`src/rtl/packet_timing_stats_accumulator_defines.svh`:
```
// Assertion macros shared by the packet timing statistics RTL.
`ifndef PACKET_TIMING_STATS_ACCUMULATOR_DEFINES_SVH
`define PACKET_TIMING_STATS_ACCUMULATOR_DEFINES_SVH

// Same-cycle implication, disabled while reset is asserted.
`define PTS_ASSERT_IMPL(name, clk, rst_n, ante, cons) \
	name: assert property (@(posedge clk) disable iff (!rst_n) (ante) |-> (cons)) \
		else $error("pts assertion failed");

// Next-cycle implication, disabled while reset is asserted.
`define PTS_ASSERT_NEXT(name, clk, rst_n, ante, cons) \
	name: assert property (@(posedge clk) disable iff (!rst_n) (ante) |=> (cons)) \
		else $error("pts assertion failed");

`endif

```
`src/rtl/pts_pkg.sv`:
```
// Shared types and constants for the packet timing statistics accumulator.
`timescale 1ns / 1ps

package pts_pkg;

	// Number of statistics groups and the width of a group code
	localparam int NUM_GROUPS = 4;
	localparam int GRP_W      = 2;

	// Fixed result widths
	localparam int OUT_VAL_W   = 49;
	localparam int POS_W       = 32;
	localparam int LOST_W      = 48;
	localparam int FIRST_OUT_W = 48;
	localparam int SUM_W       = 64;
	localparam int SQ_W        = 64;
	localparam int SQ_MAG_W    = 32;

	// Smallest signed width that holds the size minimum reset as a positive value
	localparam int SIZE_VAL_W = 33;

	// Reset minimum of the size group
	localparam logic [31:0] SIZE_MIN_RESET = 32'hFFFF_FFFF;

	// Saturation limits of the signed sum
	localparam logic [SUM_W-1:0] SUM_POS_LIMIT = {1'b0, {(SUM_W-1){1'b1}}};
	localparam logic [SUM_W-1:0] SUM_NEG_LIMIT = {1'b1, {(SUM_W-1){1'b0}}};

	typedef enum logic {
		CMD_RECORD = 1'b0,
		CMD_READ   = 1'b1
	} cmd_t;

	typedef enum logic [GRP_W-1:0] {
		GRP_SEND_GAP = 2'd0,
		GRP_RECV_GAP = 2'd1,
		GRP_DELAY    = 2'd2,
		GRP_SIZE     = 2'd3
	} grp_t;

	// Per-group sample control: take the sample, and whether it may set the minimum
	typedef struct packed {
		logic en;
		logic allow_min;
	} smp_ctl_t;

endpackage

```
`src/rtl/pts_square.sv`:
```
// Saturating square of one signed group sample.
`timescale 1ns / 1ps

module pts_square import pts_pkg::*; #(
	parameter int VAL_W = 49
) (
	input  logic signed [VAL_W-1:0] val,
	output logic [SQ_W-1:0]         sq
);

	logic [VAL_W-1:0] mag;
	logic             big;

	// Take the magnitude; anything at or above 2^32 squares past the limit
	assign mag = val[VAL_W-1] ? VAL_W'(-val) : VAL_W'(val);
	assign big = |mag[VAL_W-1:SQ_MAG_W];

	assign sq = big ? {SQ_W{1'b1}}
		: SQ_W'(mag[SQ_MAG_W-1:0]) * SQ_W'(mag[SQ_MAG_W-1:0]);

endmodule

```
`config.mk`:
```
export PLATFORM = sky130hd
export DESIGN_NAME = pts_square
export DESIGN_NICKNAME = d
export VERILOG_FILES = /design/src/rtl/packet_timing_stats_accumulator_defines.svh /design/src/rtl/pts_pkg.sv /design/src/rtl/pts_square.sv
export SDC_FILE = /design/constraint.sdc
export NUM_CORES = 2
export LEC_CHECK = 0
export BUFFER_PORTS_ARGS = -buffer_cell sky130_fd_sc_hd__buf_4
export CAP_MARGIN = 25
export CORE_ASPECT_RATIO = 2
export CORE_MARGIN = 5
export CORE_UTILIZATION = 50
export DETAILED_ROUTE_END_ITERATION = 12
export PLACE_DENSITY = 0.67
export SYNTH_ARGS = -nofsm -noshare
export SYNTH_HDL_FRONTEND = slang
export SYNTH_SLANG_ARGS = --single-unit
```
`constraint.sdc`:
```
create_clock -name vclk -period 13.8
set_clock_uncertainty 0.05 [all_clocks]
set_input_delay 0.69 -clock vclk [all_inputs]
set_output_delay 0.69 -clock vclk [all_outputs]
set_load 0.05 [all_outputs]
```
==> results.md <==
- The run finished with clean final reports.
- The final RePlAce weighted congestion is 1.01.
- For this run the aggregate overflow at the end of global routing stands at 0.
- The final-report max-slew violation count is 0.
- The top-level port count is ~110.
- The initial cell density of the core is 0.505.
- The mapped cell area is 30300 um^2.
- The final critical-path required period is 12.44 ns.
- In the post-route analysis, the smallest setup slack over all paths is 1.36 ns.
- Entering global routing, the biggest net connects ~70 pins.
- By area the synthesized netlist is led by sky130_fd_sc_hd__fa_1 53%, sky130_fd_sc_hd__inv_1 12%, sky130_fd_sc_hd__ha_1 12%.
- For this run, the slowest stage of the critical path takes roughly 0.70 ns.
- OpenSTA, run right after detailed placement, puts the worst setup slack at ~1.7 ns.
- Across all hold checks on the routed design, the worst slack comes to a little over 2 ns.
- The count of buffers added on input and output ports is ~110.
- In the synthesized netlist, the cells that appear most often are 977 x sky130_fd_sc_hd__inv_1, 795 x sky130_fd_sc_hd__fa_1, 356 x sky130_fd_sc_hd__nand2_1, 308 x sky130_fd_sc_hd__nor2_1, 282 x sky130_fd_sc_hd__ha_1.
- Across the whole layout, storage elements account for 0 um^2.
- The net count of the finished layout is roughly 4600.
- The post-synthesis cell type with the largest combined area is sky130_fd_sc_hd__fa_1.
- Once detail routing completed, the nets flagged for antenna violations numbered 0.
- The chip height is approximately 360 um.
- The share of the Yosys chip area taken by registers is 0.
- The first-pass GRT wire length is 157 mm.
- The slew at the pin closest to its max-slew limit is between 1 and 1.5 ns.
- The via count of the first global-routing pass is 27232.
- The die covers about 66000 um^2.
- In the routed design, unresolved DRC markers number 0.
- The final hold violation count was 0.
- The critical setup path kind is primary input to primary output.
- The largest individual stage delay along the critical path comes from the cell sky130_fd_sc_hd__clkinv_1.
- The endpoint arrival time on the critical path is 11.70 ns.
- Counting every instance in the synthesized netlist gives 3445.
- The routed wire length is around 100 mm.
- The layout has 0 clock buffers.
- The placeable core area is around 60000 um^2.
- Compared with the post-synthesis result, the final layout area differs by 6.25%.
- The first routing iteration left between 1500 and 2000 violations.
- The number of synthesis warnings is 0.
- Based on the critical path, the design can be clocked at up to between 80 and 90 MHz.
- sky130_fd_sc_hd__inv_1 is the most common cell in the netlist.
- The final layout contains a sequential cell count of 0.
- The min-delay analysis places its worst path in the category primary input to primary output.
- The initial antenna violation count is 5.
- At the worst endpoint, the required time is between 10 and 15 ns.
- Max-cap violations in this run came to 0.
- The proportion of netlist area held by the largest area contributor is 0.525.
- The post-cts resize count is 0.
- The number of core rows is 127.
- The horizontal die dimension is 184 um.
- For this design, the CTS-stage hold fixing added 0 buffers.
- The total negative slack is 0 ns.
- The per-cell routed wire length is ~24 um.
- The number of vias after detailed routing is about 24000.
- The per-instance average area after synthesis is 8.80 um^2.
- Setup repair after global routing left no endpoint under its margin.
- In this run the post-CTS setup repair buffer count came out at 0.
- The HPWL after detailed placement is approximately 87 mm.
- The cell repeated most along the worst path is sky130_fd_sc_hd__fa_1.
- The element type at the critical path end is a primary output.
- The element type at the critical path start is a primary input.
- The top fanout value on the critical path is 18.
- The share of the clock period used by the worst path after layout is 0.902.
- The number of endpoints failing setup at the final stage is 0.
- The ratio of routed vias to standard cells is between 5 and 6.
- The total track usage is 0.324.
- In the final layout, the share of cells above drive strength 1 is 0.0582.
- The distinct cell type count after synthesis is 74.
- The worst slew slack as a fraction of its limit is 0.0654.
- The first-pass iteration count of the detailed router is 8.
==> final cells by class <==
class | instances | area, um^2
multi-input cells | 2339 | 26300
fillers | 5689 | 27900
inverters | 988 | 3710
repair buffers | 163 | 1240
diodes | 5 | 12.5
well taps | 774 | 968
==> layer usage <==
metal  up-vias  global-route usage  wire length [um]
li1      10282                   -                 -
met1     12224               0.309             29000
met2      1180               0.591             54400
met3       537              0.0453              6920
met4         0               0.289             13800
met5         -                   0                 0
==> worst paths after layout <==
check | cells past startpoint | start | slack [ns] | end
worst min-delay path | 4 | val[1] | 2.02 | sq[2]
worst max-delay path | 31 | val[2] | 1.36 | sq[56]
==> placed cells by master (no fill, tap or decap), drive strengths merged, types with 3 or more instances in the layout <==
cell and count:
nand2 356, and3 13, o31a 4, a41oi 4, and2 9, a21o 53, a31oi 14, a21boi 6
o21ai 54, nor2b 9, ha 282, xnor2 55, inv 980, or3 9, o41ai 5, o211ai 10
nor3 34, o31ai 9, or2 9, or4 10, o21a 14, mux2 5, nand3 25, a31o 5
nand2b 10, a221o 3, nor4 14, diode 5, clkinv 8, a211oi 9, buf 163, xor2 59
a21oi 74, nor2 308, nand4 14, o21bai 12, o221ai 3, and4 4, fa 795
==> stage by stage <==
step | instance area, um^2 | std cells | util
finish | 32200 | 4269 | 0.536
global route | 32200 | 4264 | 0.536
CTS | 32200 | 4263 | 0.536
detailed placement | 32200 | 4263 | 0.536
global placement | 32100 | 4261 | 0.535
floorplan | 30300 | 3446 | -
==> worst max-delay path, delay by kind of cell <==
kind | cells | cell delay, ns
muxes | 1 | 0.37
adders and majority gates | 9 | 4.49
AOI/OAI and AO/OA | 4 | 1.61
and+or+nand+nor | 6 | 2.58
xor gates and xnor gates | 1 | 0.19
buffers and inverters | 10 | 1.72
==> cells by family (layout without fill, tap and decap cells) <==
family | Yosys count | in the layout | share of synthesized area
other | 1 | 7 | 0.000124
XOR/XNOR | 114 | 114 | 0.0329
adder cells (fa/ha/maj) | 1077 | 1077 | 0.642
multiplexers | 7 | 7 | 0.00252
buffers and inverters | 1107 | 1151 | 0.138
AO/OA/AOI/OAI | 305 | 305 | 0.0672
AND/OR/NAND/NOR | 834 | 834 | 0.118
