[src/rtl/packet_timing_stats_accumulator_defines.svh]
// Assertion macros shared by the packet timing statistics RTL.
`ifndef PACKET_TIMING_STATS_ACCUMULATOR_DEFINES_SVH
`define PACKET_TIMING_STATS_ACCUMULATOR_DEFINES_SVH

// Same-cycle implication, disabled while reset is asserted.
`define PTS_ASSERT_IMPL(name, clk, rst_n, ante, cons) \
	name: assert property (@(posedge clk) disable iff (!rst_n) (ante) |-> (cons)) \
		else $error("pts assertion failed");

// Next-cycle implication, disabled while reset is asserted.
`define PTS_ASSERT_NEXT(name, clk, rst_n, ante, cons) \
	name: assert property (@(posedge clk) disable iff (!rst_n) (ante) |=> (cons)) \
		else $error("pts assertion failed");

`endif

[src/rtl/pts_pkg.sv]
// Shared types and constants for the packet timing statistics accumulator.
`timescale 1ns / 1ps

package pts_pkg;

	// Number of statistics groups and the width of a group code
	localparam int NUM_GROUPS = 4;
	localparam int GRP_W      = 2;

	// Fixed result widths
	localparam int OUT_VAL_W   = 49;
	localparam int POS_W       = 32;
	localparam int LOST_W      = 48;
	localparam int FIRST_OUT_W = 48;
	localparam int SUM_W       = 64;
	localparam int SQ_W        = 64;
	localparam int SQ_MAG_W    = 32;

	// Smallest signed width that holds the size minimum reset as a positive value
	localparam int SIZE_VAL_W = 33;

	// Reset minimum of the size group
	localparam logic [31:0] SIZE_MIN_RESET = 32'hFFFF_FFFF;

	// Saturation limits of the signed sum
	localparam logic [SUM_W-1:0] SUM_POS_LIMIT = {1'b0, {(SUM_W-1){1'b1}}};
	localparam logic [SUM_W-1:0] SUM_NEG_LIMIT = {1'b1, {(SUM_W-1){1'b0}}};

	typedef enum logic {
		CMD_RECORD = 1'b0,
		CMD_READ   = 1'b1
	} cmd_t;

	typedef enum logic [GRP_W-1:0] {
		GRP_SEND_GAP = 2'd0,
		GRP_RECV_GAP = 2'd1,
		GRP_DELAY    = 2'd2,
		GRP_SIZE     = 2'd3
	} grp_t;

	// Per-group sample control: take the sample, and whether it may set the minimum
	typedef struct packed {
		logic en;
		logic allow_min;
	} smp_ctl_t;

endpackage

[src/rtl/pts_group.sv]
// One statistics group: min, max, their positions, saturating sum and square sum.
`timescale 1ns / 1ps
`include "packet_timing_stats_accumulator_defines.svh"

module pts_group import pts_pkg::*; #(
	parameter int                     VAL_W      = 49,
	parameter int                     COUNT_BITS = 32,
	parameter logic signed [VAL_W-1:0] MIN_RESET = '0,
	parameter logic signed [VAL_W-1:0] MAX_RESET = '0
) (
	input  logic                    clk,
	input  logic                    arst_n,
	input  smp_ctl_t                ctl,
	input  logic signed [VAL_W-1:0] val,
	input  logic [SQ_W-1:0]         sq,
	input  logic [COUNT_BITS-1:0]   pos,
	output logic signed [VAL_W-1:0] min_val,
	output logic signed [VAL_W-1:0] max_val,
	output logic [COUNT_BITS-1:0]   min_pos,
	output logic [COUNT_BITS-1:0]   max_pos,
	output logic signed [SUM_W-1:0] sum,
	output logic [SQ_W-1:0]         sq_sum
);

	logic signed [VAL_W-1:0]  min_q;
	logic signed [VAL_W-1:0]  max_q;
	logic [COUNT_BITS-1:0]    min_pos_q;
	logic [COUNT_BITS-1:0]    max_pos_q;
	logic signed [SUM_W-1:0]  sum_q;
	logic [SQ_W-1:0]          sq_sum_q;

	logic signed [SUM_W:0]    sum_ext;
	logic signed [SUM_W-1:0]  sum_next;
	logic [SQ_W:0]            sq_ext;
	logic [SQ_W-1:0]          sq_next;
	logic                     new_min;
	logic                     new_max;

	// Saturate the signed sum on overflow in either direction
	assign sum_ext = $signed({sum_q[SUM_W-1], sum_q}) + (SUM_W+1)'(val);
	always_comb begin
		if (sum_ext[SUM_W] != sum_ext[SUM_W-1]) begin
			sum_next = sum_ext[SUM_W] ? SUM_NEG_LIMIT : SUM_POS_LIMIT;
		end else begin
			sum_next = sum_ext[SUM_W-1:0];
		end
	end

	// Saturate the square sum on carry out
	assign sq_ext  = {1'b0, sq_sum_q} + {1'b0, sq};
	assign sq_next = sq_ext[SQ_W] ? {SQ_W{1'b1}} : sq_ext[SQ_W-1:0];

	// Update extremes only on strictly smaller or larger values
	assign new_min = ctl.allow_min && (val < min_q);
	assign new_max = val > max_q;

	always_ff @(posedge clk or negedge arst_n) begin
		if (!arst_n) begin
			min_q     <= MIN_RESET;
			max_q     <= MAX_RESET;
			min_pos_q <= '0;
			max_pos_q <= '0;
			sum_q     <= '0;
			sq_sum_q  <= '0;
		end else if (ctl.en) begin
			sum_q    <= sum_next;
			sq_sum_q <= sq_next;
			if (new_min) begin
				min_q     <= val;
				min_pos_q <= pos;
			end
			if (new_max) begin
				max_q     <= val;
				max_pos_q <= pos;
			end
		end
	end

	assign min_val = min_q;
	assign max_val = max_q;
	assign min_pos = min_pos_q;
	assign max_pos = max_pos_q;
	assign sum     = sum_q;
	assign sq_sum  = sq_sum_q;

	`PTS_ASSERT_NEXT(a_sq_sum_monotone, clk, arst_n, 1'b1, sq_sum_q >= $past(sq_sum_q))
	`PTS_ASSERT_NEXT(a_min_blocked, clk, arst_n, ctl.en && !ctl.allow_min, $stable(min_q))
	`PTS_ASSERT_NEXT(a_idle_hold, clk, arst_n, !ctl.en, $stable(sum_q) && $stable(sq_sum_q))

endmodule

[config.mk]
export PLATFORM = sky130hd
export DESIGN_NAME = pts_group
export DESIGN_NICKNAME = d
export VERILOG_FILES = /design/src/rtl/pts_pkg.sv /design/src/rtl/pts_group.sv
export VERILOG_INCLUDE_DIRS = /design/src /design/src/rtl
export SDC_FILE = /design/constraint.sdc
export NUM_CORES = 1
export LEC_CHECK = 0
export ABC_AREA = 1
export ABC_CLOCK_PERIOD_IN_PS = 3750
export BUFFER_PORTS_ARGS = -buffer_cell sky130_fd_sc_hd__buf_2
export CORE_AREA = 2 2 219 221
export CTS_CLUSTER_SIZE = 25
export DETAILED_ROUTE_END_ITERATION = 6
export DIE_AREA = 0 0 221 223
export PLACE_DENSITY_LB_ADDON = 0.05
export SYNTH_ARGS = -nofsm -noshare
export SYNTH_HDL_FRONTEND = slang
export SYNTH_SLANG_ARGS = --single-unit
[constraint.sdc]
create_clock -name clk -period 3.75 [get_ports clk]
set_input_delay 0.75 -clock clk [delete_from_list [all_inputs] [get_ports clk]]
set_output_delay 0.75 -clock clk [all_outputs]
set_load 0.02 [all_outputs]
==> summary.txt <==
Status
  – Status: complete, no violations

Synthesis
  – Async SR Flop Fraction: 100.0%
  – Top cell type by total area after synthesis: dfrtp_1
  – Area share of the leading cell type in the synthesized netlist: 30.63%
  – Top post-synthesis cells by area: dfrtp_1 31%, nand2_1 17%, ha_1 12%
  – Number of synthesized flops with an enable pin: 0
  – Synthesized Nets: 3975
  – Most frequent cell after synthesis: nand2_1
  – Synth Register Bits: 290
  – Syn Inst Count: 3599
  – Synth Area per Inst: 6.582 sq um
  – Ys Warns: 0
  – Yosys cell types: 36
  – Area of the mapped netlist: 23690 sq um
  – Ys flop type: dfrtp_1
  – Most frequent cells after synthesis: 1049 x nand2_1, 532 x inv_1, 418 x nor2_1
  – Seq/Total Area, Yosys: 30.63%

Timing
  – Peak Freq: 325.8 MHz
  – Minimum clock period: 3069 ps
  – Pins over their slew limit: 0
  – Final hold viol count: 0
  – Slew HR: 44.66%
  – Tcrit/Tclk final: 81.84%
  – RSZ-0062 raised after global routing: false
  – Max Clock Skew: 25.03 ps
  – Count of final setup violators: 0
  – Setup TNS: 0 ps
  – Least-Margin Pin Slew: 830.1 ps

Clocking
  – Clock Tree Buf Depth: 3
  – Hold_buf cts: 0
  – H-tree depth: 2
  – Clock Latency Late Sink: 580 ps
  – TritonCTS clock tree: yes
  – Clk pin slew, worst setup/hold paths: 60 ps
  – Resized cells post-CTS: 0
  – Post-CTS setup buffers: 0
  – Clock Sinks: 290
  – CTS Buf Count: 37
  – Clk root buf: clkbuf_16

Drt
  – Post-route ant nets: 0
  – Initial DRC count: 2427
  – First-pass DRT Iterations: 6
  – Post-Route WL: 88030 microns
  – DRC viols: 0
  – Vias per inst: 5.439
  – DR WL/cell: 18.81 microns
  – Via count: 25450

Cells and area
  – Fin area: 28110 sq um
  – Ant. Diodes: 0
  – Fill count: 4797
  – Multi-input logic area: 14060 sq um
  – Area Overhead vs Synth: 18.66%
  – Fraction of layout instances using a drive strength above 1: 13.73%
  – Layout Cells excl Fill: 4679
  – Final nets: 4414
  – Storage element area: 7257 sq um

Worst setup path
  – Critical Path Source Type: primary input
  – Max FO, Critical Path: 46
  – WS Path Type: in2reg
  – CP required: 4190 ps
  – Worst Path Arrival: 3510 ps
  – Worst r2r src: sq_sum[6]
  – CP startpoint: val[48]
  – CP Capture Type: register

GRT
  – Vias in the first global route: 23510
  – Gr ovfl total: 0
  – Initial antenna violation count: 0
  – Global Route Usage Sum: 34.96%
  – Largest net degree at the start of global routing: 135
  – Wire length of the first global-routing pass: 135700 microns

Die
  – Initial core utilization: 50.25%
  – IO Pins: 439
  – Die area: 49280 sq um
  – Die Ht: 223 microns
  – Die width: 221 microns
  – Core footprint: 47150 sq um
  – Row cnt: 80

Placement
  – Placed Cells: 4614
  – Hpwl dp: 70560 microns
  – Port bufs: 438
  – Placed cell area: 26840 sq um
  – Global placement routability congestion: 1.053

Flow run
  – Max Cap Viol: 0

Pwr
  – Worst VDD drop: 0.6583 mV
  – Leak: 15.12 nW
  – Pwr Density: 960.0 nW/um^2

Hold path
  – Worst Hold Class: in2async
-- power by group --
group	internal, W	switching (W)
Sequential	0.00463	0.00122
Combinational	0.00569	0.0116
Clock	0.00228	0.00153
Total	0.0126	0.0144
-- flip-flops by register name, summed over array words and instances, names as in the netlist --
| signal | count |
|---|---|
| max_val | 49 |
| max_pos | 32 |
| min_val | 49 |
| sum | 64 |
| min_pos | 32 |
| sq_sum | 64 |
-- cells in the final DEF (no fill, tap or decap), drive strengths merged, types with 51 or more instances in the layout --
master	n
nand2	1051
inv	540
buf	484
nor2	419
a21oi	317
dfrtp	290
ha	225
o21ai	185
nand3	146
nand4	107
clkbuf	51
-- final cells by class --
class | count | share of cell area (%)
multi-input combinational | 2686 | 50.03
clock inverter | 14 | 0.7121
tap | 615 | 2.737
sequential | 290 | 25.81
timing repair buffer | 484 | 9.707
clock buffer | 51 | 3.805
inverter | 539 | 7.197
-- cells by family (layout without fill, tap and decap cells) --
group | Yosys count | after routing | share of synthesized area (%)
xor gates and xnor gates | 81 | 81 | 2.995
DFF | 290 | 290 | 30.63
and+or+nand+nor | 1796 | 1796 | 31.08
AOI/OAI and AO/OA | 582 | 582 | 13.09
buffers and inverters | 623 | 1088 | 10.15
adders and majority gates | 227 | 227 | 12.05
-- per-stage QoR --
stage | hold WS [ps] | util, % | setup WS [ps] | power, W
after floorplan | 454.4 | - | 939.4 | 0.01707
after global placement | 449.0 | 56.93 | 195.4 | 0.02281
after detailed placement | 453.1 | 56.93 | 148.5 | 0.02292
after CTS | 258.5 | 59.63 | 696.7 | 0.02683
after global routing | 283.9 | 59.63 | 523.6 | 0.02911
final | 224.8 | 59.63 | 680.9 | 0.02699
-- worst max-delay path, cell delays in order --
cell	delay [ps]
buf_2	280
buf_4	220
ha_1	330
nand2_1	80
nor2_1	140
nand2_1	100
nor4_1	380
and3_1	240
nand2_1	70
nand4_1	120
nand3_4	290
buf_12	290
nand2_1	90
o21ai_0	90
-- final timing paths --
path	to	slack, ps	cells after the start
setup / recovery	min_pos[15]	680	14
hold / removal	max_val[32]	220	1
setup reg to reg	sq_sum[51]	780	13
hold reg to reg	max_pos[13]	470	2
max in group asynchronous	max_pos[24]	2700	2
min in group clk	min_pos[30]	440	3
-- metal layers --
metal | part of all wire [%] | GRT usage, % | wire length (microns)
met1 | 45 | 50.10 | 39570
met2 | 44 | 54.17 | 38490
met3 | 7.7 | 4.675 | 6786
met4 | 3.6 | 12.21 | 3177
met5 | 0 | 0 | 0
(Power assumes the default switching activity.)
