--- config.mk ---
export PLATFORM = sky130hd
export DESIGN_NAME = pts_front
export DESIGN_NICKNAME = d
export VERILOG_FILES = /design/src/rtl/packet_timing_stats_accumulator_defines.svh /design/src/rtl/pts_pkg.sv /design/src/rtl/pts_front.sv
export SDC_FILE = /design/constraint.sdc
export NUM_CORES = 1
export LEC_CHECK = 0
export BUFFER_PORTS_ARGS = -buffer_cell sky130_fd_sc_hd__buf_2
export CORE_AREA = 2 2 216 218
export CTS_BUF_LIST = sky130_fd_sc_hd__clkbuf_8
export CTS_CLUSTER_SIZE = 12
export DETAILED_ROUTE_END_ITERATION = 10
export DIE_AREA = 0 0 218 220
export MAX_ROUTING_LAYER = met4
export PLACE_DENSITY = 0.74
export SYNTH_ARGS = -nofsm -noshare
export SYNTH_HDL_FRONTEND = slang
export SYNTH_SLANG_ARGS = --single-unit
--- constraint.sdc ---
create_clock -name clk -period 11.7 [get_ports clk]
set_input_delay 2.925 -clock clk [delete_from_list [all_inputs] [get_ports clk]]
set_output_delay 2.925 -clock clk [all_outputs]
set_load 0.05 [all_outputs]
--- src/rtl/packet_timing_stats_accumulator_defines.svh ---
// Assertion macros shared by the packet timing statistics RTL.
`ifndef PACKET_TIMING_STATS_ACCUMULATOR_DEFINES_SVH
`define PACKET_TIMING_STATS_ACCUMULATOR_DEFINES_SVH

// Same-cycle implication, disabled while reset is asserted.
`define PTS_ASSERT_IMPL(name, clk, rst_n, ante, cons) \
	name: assert property (@(posedge clk) disable iff (!rst_n) (ante) |-> (cons)) \
		else $error("pts assertion failed");

// Next-cycle implication, disabled while reset is asserted.
`define PTS_ASSERT_NEXT(name, clk, rst_n, ante, cons) \
	name: assert property (@(posedge clk) disable iff (!rst_n) (ante) |=> (cons)) \
		else $error("pts assertion failed");

`endif

--- src/rtl/pts_pkg.sv ---
// Shared types and constants for the packet timing statistics accumulator.
`timescale 1ns / 1ps

package pts_pkg;

	// Number of statistics groups and the width of a group code
	localparam int NUM_GROUPS = 4;
	localparam int GRP_W      = 2;

	// Fixed result widths
	localparam int OUT_VAL_W   = 49;
	localparam int POS_W       = 32;
	localparam int LOST_W      = 48;
	localparam int FIRST_OUT_W = 48;
	localparam int SUM_W       = 64;
	localparam int SQ_W        = 64;
	localparam int SQ_MAG_W    = 32;

	// Smallest signed width that holds the size minimum reset as a positive value
	localparam int SIZE_VAL_W = 33;

	// Reset minimum of the size group
	localparam logic [31:0] SIZE_MIN_RESET = 32'hFFFF_FFFF;

	// Saturation limits of the signed sum
	localparam logic [SUM_W-1:0] SUM_POS_LIMIT = {1'b0, {(SUM_W-1){1'b1}}};
	localparam logic [SUM_W-1:0] SUM_NEG_LIMIT = {1'b1, {(SUM_W-1){1'b0}}};

	typedef enum logic {
		CMD_RECORD = 1'b0,
		CMD_READ   = 1'b1
	} cmd_t;

	typedef enum logic [GRP_W-1:0] {
		GRP_SEND_GAP = 2'd0,
		GRP_RECV_GAP = 2'd1,
		GRP_DELAY    = 2'd2,
		GRP_SIZE     = 2'd3
	} grp_t;

	// Per-group sample control: take the sample, and whether it may set the minimum
	typedef struct packed {
		logic en;
		logic allow_min;
	} smp_ctl_t;

endpackage

--- src/rtl/pts_front.sv ---
// Record front end: timestamp gaps, packet counters and lost byte total.
`timescale 1ns / 1ps

module pts_front import pts_pkg::*; #(
	parameter int TIME_BITS  = 48,
	parameter int SIZE_BITS  = 16,
	parameter int COUNT_BITS = 32,
	parameter int VAL_W      = 49
) (
	input  logic                         clk,
	input  logic                         arst_n,
	input  logic                         adv,
	input  logic [TIME_BITS-1:0]         send_time,
	input  logic [TIME_BITS-1:0]         receive_time,
	input  logic                         receive_present,
	input  logic signed [TIME_BITS-1:0]  one_way_delay,
	input  logic [SIZE_BITS-1:0]         packet_size,
	output logic signed [VAL_W-1:0]      sample [NUM_GROUPS],
	output smp_ctl_t                     ctl [NUM_GROUPS],
	output logic [COUNT_BITS-1:0]        pos,
	output logic [COUNT_BITS-1:0]        sent_cnt,
	output logic [COUNT_BITS-1:0]        recv_cnt,
	output logic [LOST_W-1:0]            lost_bytes,
	output logic [TIME_BITS-1:0]         first_stamp
);

	localparam logic [COUNT_BITS-1:0] COUNT_MAX = {COUNT_BITS{1'b1}};

	logic [TIME_BITS-1:0]     last_send_q;
	logic                     last_send_seen_q;
	logic [TIME_BITS-1:0]     last_recv_q;
	logic                     last_recv_seen_q;
	logic [TIME_BITS-1:0]     first_q;
	logic [COUNT_BITS-1:0]    sent_q;
	logic [COUNT_BITS-1:0]    recv_q;
	logic [LOST_W-1:0]        lost_q;

	logic signed [TIME_BITS:0] gap_send;
	logic signed [TIME_BITS:0] gap_recv;
	logic [COUNT_BITS-1:0]     sent_next;
	logic [COUNT_BITS-1:0]     recv_next;
	logic [LOST_W:0]           lost_sum;
	logic [LOST_W-1:0]         lost_next;

	// Form the signed gaps against the previous timestamps
	assign gap_send = $signed({1'b0, send_time}) - $signed({1'b0, last_send_q});
	assign gap_recv = $signed({1'b0, receive_time}) - $signed({1'b0, last_recv_q});

	// Saturate the counters and the lost byte total
	assign sent_next = (sent_q == COUNT_MAX) ? sent_q : sent_q + 1'b1;
	assign recv_next = (recv_q == COUNT_MAX) ? recv_q : recv_q + 1'b1;
	assign lost_sum  = {1'b0, lost_q} + (LOST_W+1)'(packet_size);
	assign lost_next = lost_sum[LOST_W] ? {LOST_W{1'b1}} : lost_sum[LOST_W-1:0];

	// Position of this packet once counted
	assign pos = sent_next - 1'b1;

	// Build the four group samples and their enables
	always_comb begin
		sample[GRP_SEND_GAP] = VAL_W'(gap_send);
		sample[GRP_RECV_GAP] = VAL_W'(gap_recv);
		sample[GRP_DELAY]    = VAL_W'(one_way_delay);
		sample[GRP_SIZE]     = VAL_W'(packet_size);
		ctl[GRP_SEND_GAP]    = '{en: last_send_seen_q, allow_min: 1'b1};
		ctl[GRP_RECV_GAP]    = '{en: receive_present && last_recv_seen_q,
			allow_min: !gap_recv[TIME_BITS]};
		ctl[GRP_DELAY]       = '{en: receive_present, allow_min: 1'b1};
		ctl[GRP_SIZE]        = '{en: 1'b1, allow_min: 1'b1};
	end

	// Advance the bookkeeping state on each record
	always_ff @(posedge clk or negedge arst_n) begin
		if (!arst_n) begin
			last_send_q      <= '0;
			last_send_seen_q <= 1'b0;
			last_recv_q      <= '0;
			last_recv_seen_q <= 1'b0;
			first_q          <= '0;
			sent_q           <= '0;
			recv_q           <= '0;
			lost_q           <= '0;
		end else if (adv) begin
			sent_q           <= sent_next;
			last_send_q      <= send_time;
			last_send_seen_q <= 1'b1;
			if (!last_send_seen_q) begin
				first_q <= send_time;
			end
			if (receive_present) begin
				last_recv_q      <= receive_time;
				last_recv_seen_q <= 1'b1;
				recv_q           <= recv_next;
			end else begin
				lost_q <= lost_next;
			end
		end
	end

	assign sent_cnt    = sent_q;
	assign recv_cnt    = recv_q;
	assign lost_bytes  = lost_q;
	assign first_stamp = first_q;

endmodule

==> impl_metrics.json <==
{
  "drt-pass1-iter-count": 6,
  "fp.dieH_um": 220,
  "dp_hpwl_mm": 42.6,
  "yosys.cell_count.top_type": "nand2_1",
  "vias": 16880,
  "routed_via_density": 5.34,
  "clkTransAtPathRegs_ns": 0.05,
  "synth_commonest_cells": "293 x nand2_1, 258 x dfrtp_1, 175 x o21ai_0, 138 x xnor2_1, 134 x inv_1",
  "critPathCaptureType": "primary output",
  "final.period_utilization_pct": 81.1,
  "fin_crit_ns": 9.49,
  "rr_worst_depth": 11,
  "syn_inst": 2182,
  "tightest_slew_ns": 1.09,
  "skew_ns": 0.0321,
  "die_w_um": 218,
  "io_pins": 560,
  "layout-drive-gt1-share_pct": 23.7,
  "hold_path.class": "reg -> reg",
  "grt-ovfl-total": 0,
  "h-tree-depth": 2,
  "rsz0062_at_grt": "no",
  "rrSetupSlack_ns": 7.45,
  "critPathKind": "in -> out",
  "holdPathEnd": "last_recv_seen_q",
  "status": "complete, no violations",
  "rows": 79,
  "core_area_um2": 45900,
  "cts-hold-fix-buffers": 0,
  "worstPathArrival_ns": 6.57,
  "post-cts-setup-buffer-count": 0,
  "ys_ff_latch": 258,
  "grt_max_degree": 100,
  "synth_area_um2": 18800,
  "nNetsFinal": 2793,
  "grt_pass1_wl_mm": 85.7,
  "cp-start-kind": "input port",
  "cts_buffers": 48,
  "synth.distinct_cells": 84,
  "synthFlopType": "dfrtp_1",
  "cts_tree": "built",
  "p_leak_nw": 11.0,
  "r2r-start": "lost_bytes[0]",
  "ir_drop_uv": 192,
  "required_ns": 8.78,
  "gp_congestion": 0.928,
  "timing.setup.tns_ns": 0,
  "yosys.area.top_type": "dfrtp_1",
  "slew_headroom_pct": 26.9,
  "antenna_found_initial": 8,
  "switchingPower_mw": 2.15,
  "grt_pass1_vias": 16312,
  "finalSetupViolations": 0,
  "synth-async-reset-ratio_pct": 100,
  "slew_viol_final": 0,
  "cts_root_buf": "clkbuf_8",
  "hold_violations": 0,
  "routedWlPerCell_um": 17.4,
  "wl_mm": 54.9,
  "dieArea_um2": 48000,
  "synth.avg_cell_area_um2": 8.59,
  "synth_top_area_share_pct": 34.4,
  "powerDensity_nw_per_um2": 197,
  "rr_endpoint": "lost_bytes[43]",
  "remaining_drc_errors": 0,
  "track_usage_pct": 22.6,
  "fillers": 4434,
  "cts.path.max_buffers": 3,
  "clkLatencyLatePin_ns": 0.61,
  "ys.warnings.count": 0,
  "numPortBuffers": 425,
  "yosys-top-cells-area": "dfrtp_1 34%, ha_1 7.7%, xnor2_1 6.4%",
  "final_core_utilization_pct": 47.5,
  "drtIter0Drc": 1124,
  "ant_nets": 0,
  "numClockSinks": 258,
  "syn_to_final_growth_pct": 16.1,
  "power_frac_clock_pct": 22.1,
  "worstHoldStart": "last_recv_seen_q",
  "yosysSeqAreaShare_pct": 34.4,
  "pwr-share-seq_pct": 25.7,
  "fmax_ghz": 0.105,
  "share_comb_of_total_power_pct": 52.1,
  "synth_edf_count": 0,
  "holdPathStages": 1,
  "initial_core_util_pct": 40.9,
  "maxCapViolCount": 0,
  "cts-resized-gates": 0,
  "p_sw_share_pct": 50.2,
  "cp_max_fo": 5,
  "p_int_mw": 2.14
}
[cell usage in the layout, fill, tap and decap left out, types with 13 or more instances in the layout]
cell      netlist  final
and4_1         14     14
buf_2          14    423
nand2_1       293    293
dfrtp_1       258    258
a31oi_1        24     24
o21ai_0       175    175
nor2b_1        20     19
o21bai_1       17     17
nand3_1        70     70
conb_1          2     37
a21oi_1       119    119
nor2_1        118    118
xor2_1         94     94
a21o_1         52     52
nand4_1        40     40
nor3_1         24     24
and2_1         13     13
mux2_2         56     56
inv_1         134    143
ha_1          115    115
xnor2_1       138    138
o21a_1         14     14
clkbuf_8        0     61
and3_1         33     33
[cells by family after synthesis]
| group | after synthesis | share of synthesized area, % |
|---|---|---|
| mux | 62 | 3.68 |
| buf+inv | 322 | 8.76 |
| simple gates | 691 | 17.9 |
| fa+ha+maj | 118 | 7.99 |
| flops | 258 | 34.4 |
| xor+xnor | 233 | 10.9 |
| compound gates | 496 | 16.3 |
| other cells | 2 | 0.0400 |
[metal layers]
metal / global-route usage (%) / vias up / wire length, um
li1: - / 8078 / -
met1: 27.9 / 8064 / 23300
met2: 35.7 / 581 / 25800
met3: 4.68 / 157 / 3430
met4: 10.5 / 0 / 2420
met5: - / - / 0
[state kept, by name, summed over array words and instances (netlist names)]
name              cells
first_stamp          48
last_recv_q          48
last_send_q          48
lost_bytes           48
recv_cnt             32
sent_cnt             32
last_recv_seen_q      1
last_send_seen_q      1
[worst max-delay path: stages]
cell and delay [ns]:
buf_2 0.14, ha_1 0.37, a21o_1 0.19, or3_1 0.32
or2_2 0.33, a41oi_1 0.32, o21ai_0 0.15, nor4b_1 0.55
o21ai_1 0.24, a311oi_1 0.47, o21ai_1 0.13, xor2_1 0.15
buf_2 0.29
[worst max path at each step]
stage | end | start | cells after the start
after floorplan | sample[144] | receive_time[0] | 12
after global placement | sample[194] | send_time[4] | 13
after detailed placement | sample[194] | send_time[4] | 13
after CTS | sample[194] | send_time[4] | 13
after global routing | sample[194] | send_time[4] | 13
final | sample[194] | send_time[4] | 13
[power by group through the flow]
stage	Clock [mW]	Sequential, mW	Combinational [mW]
final	0.950	1.10	2.24
after global routing	1.02	1.12	2.38
after CTS	0.975	1.10	2.24
after detailed placement	0	1.12	2.23
after global placement	0	1.11	2.21
after floorplan	0	1.35	1.51
[area by class of cell]
class | instances | area, um^2 | area share (%)
clock inverters | 25 | 208 | 0.954
flip-flops and latches | 258 | 6460 | 29.7
clock buffers | 61 | 840 | 3.86
multi-input cells | 1637 | 10800 | 49.6
inverters | 134 | 503 | 2.31
well taps | 607 | 759 | 3.49
diodes | 8 | 20.0 | 0.0920
repair buffers | 432 | 2190 | 10.1
[metrics by stage]
stage / total power [mW] / instances / cell area (um^2) / worst slack [ns] / hold WS, ns
floorplan: 2.85 / 2217 / 18900 / 1.96 / 0.425
global placement: 3.32 / 3068 / 20700 / 2.32 / 0.440
detailed placement: 3.34 / 3068 / 20700 / 2.32 / 0.464
CTS: 4.31 / 3154 / 21800 / 2.29 / 0.478
global route: 4.52 / 3161 / 21800 / 2.06 / 0.480
finish: 4.29 / 3162 / 21800 / 2.21 / 0.474
Note: power is estimated with default switching activity, not from simulation.
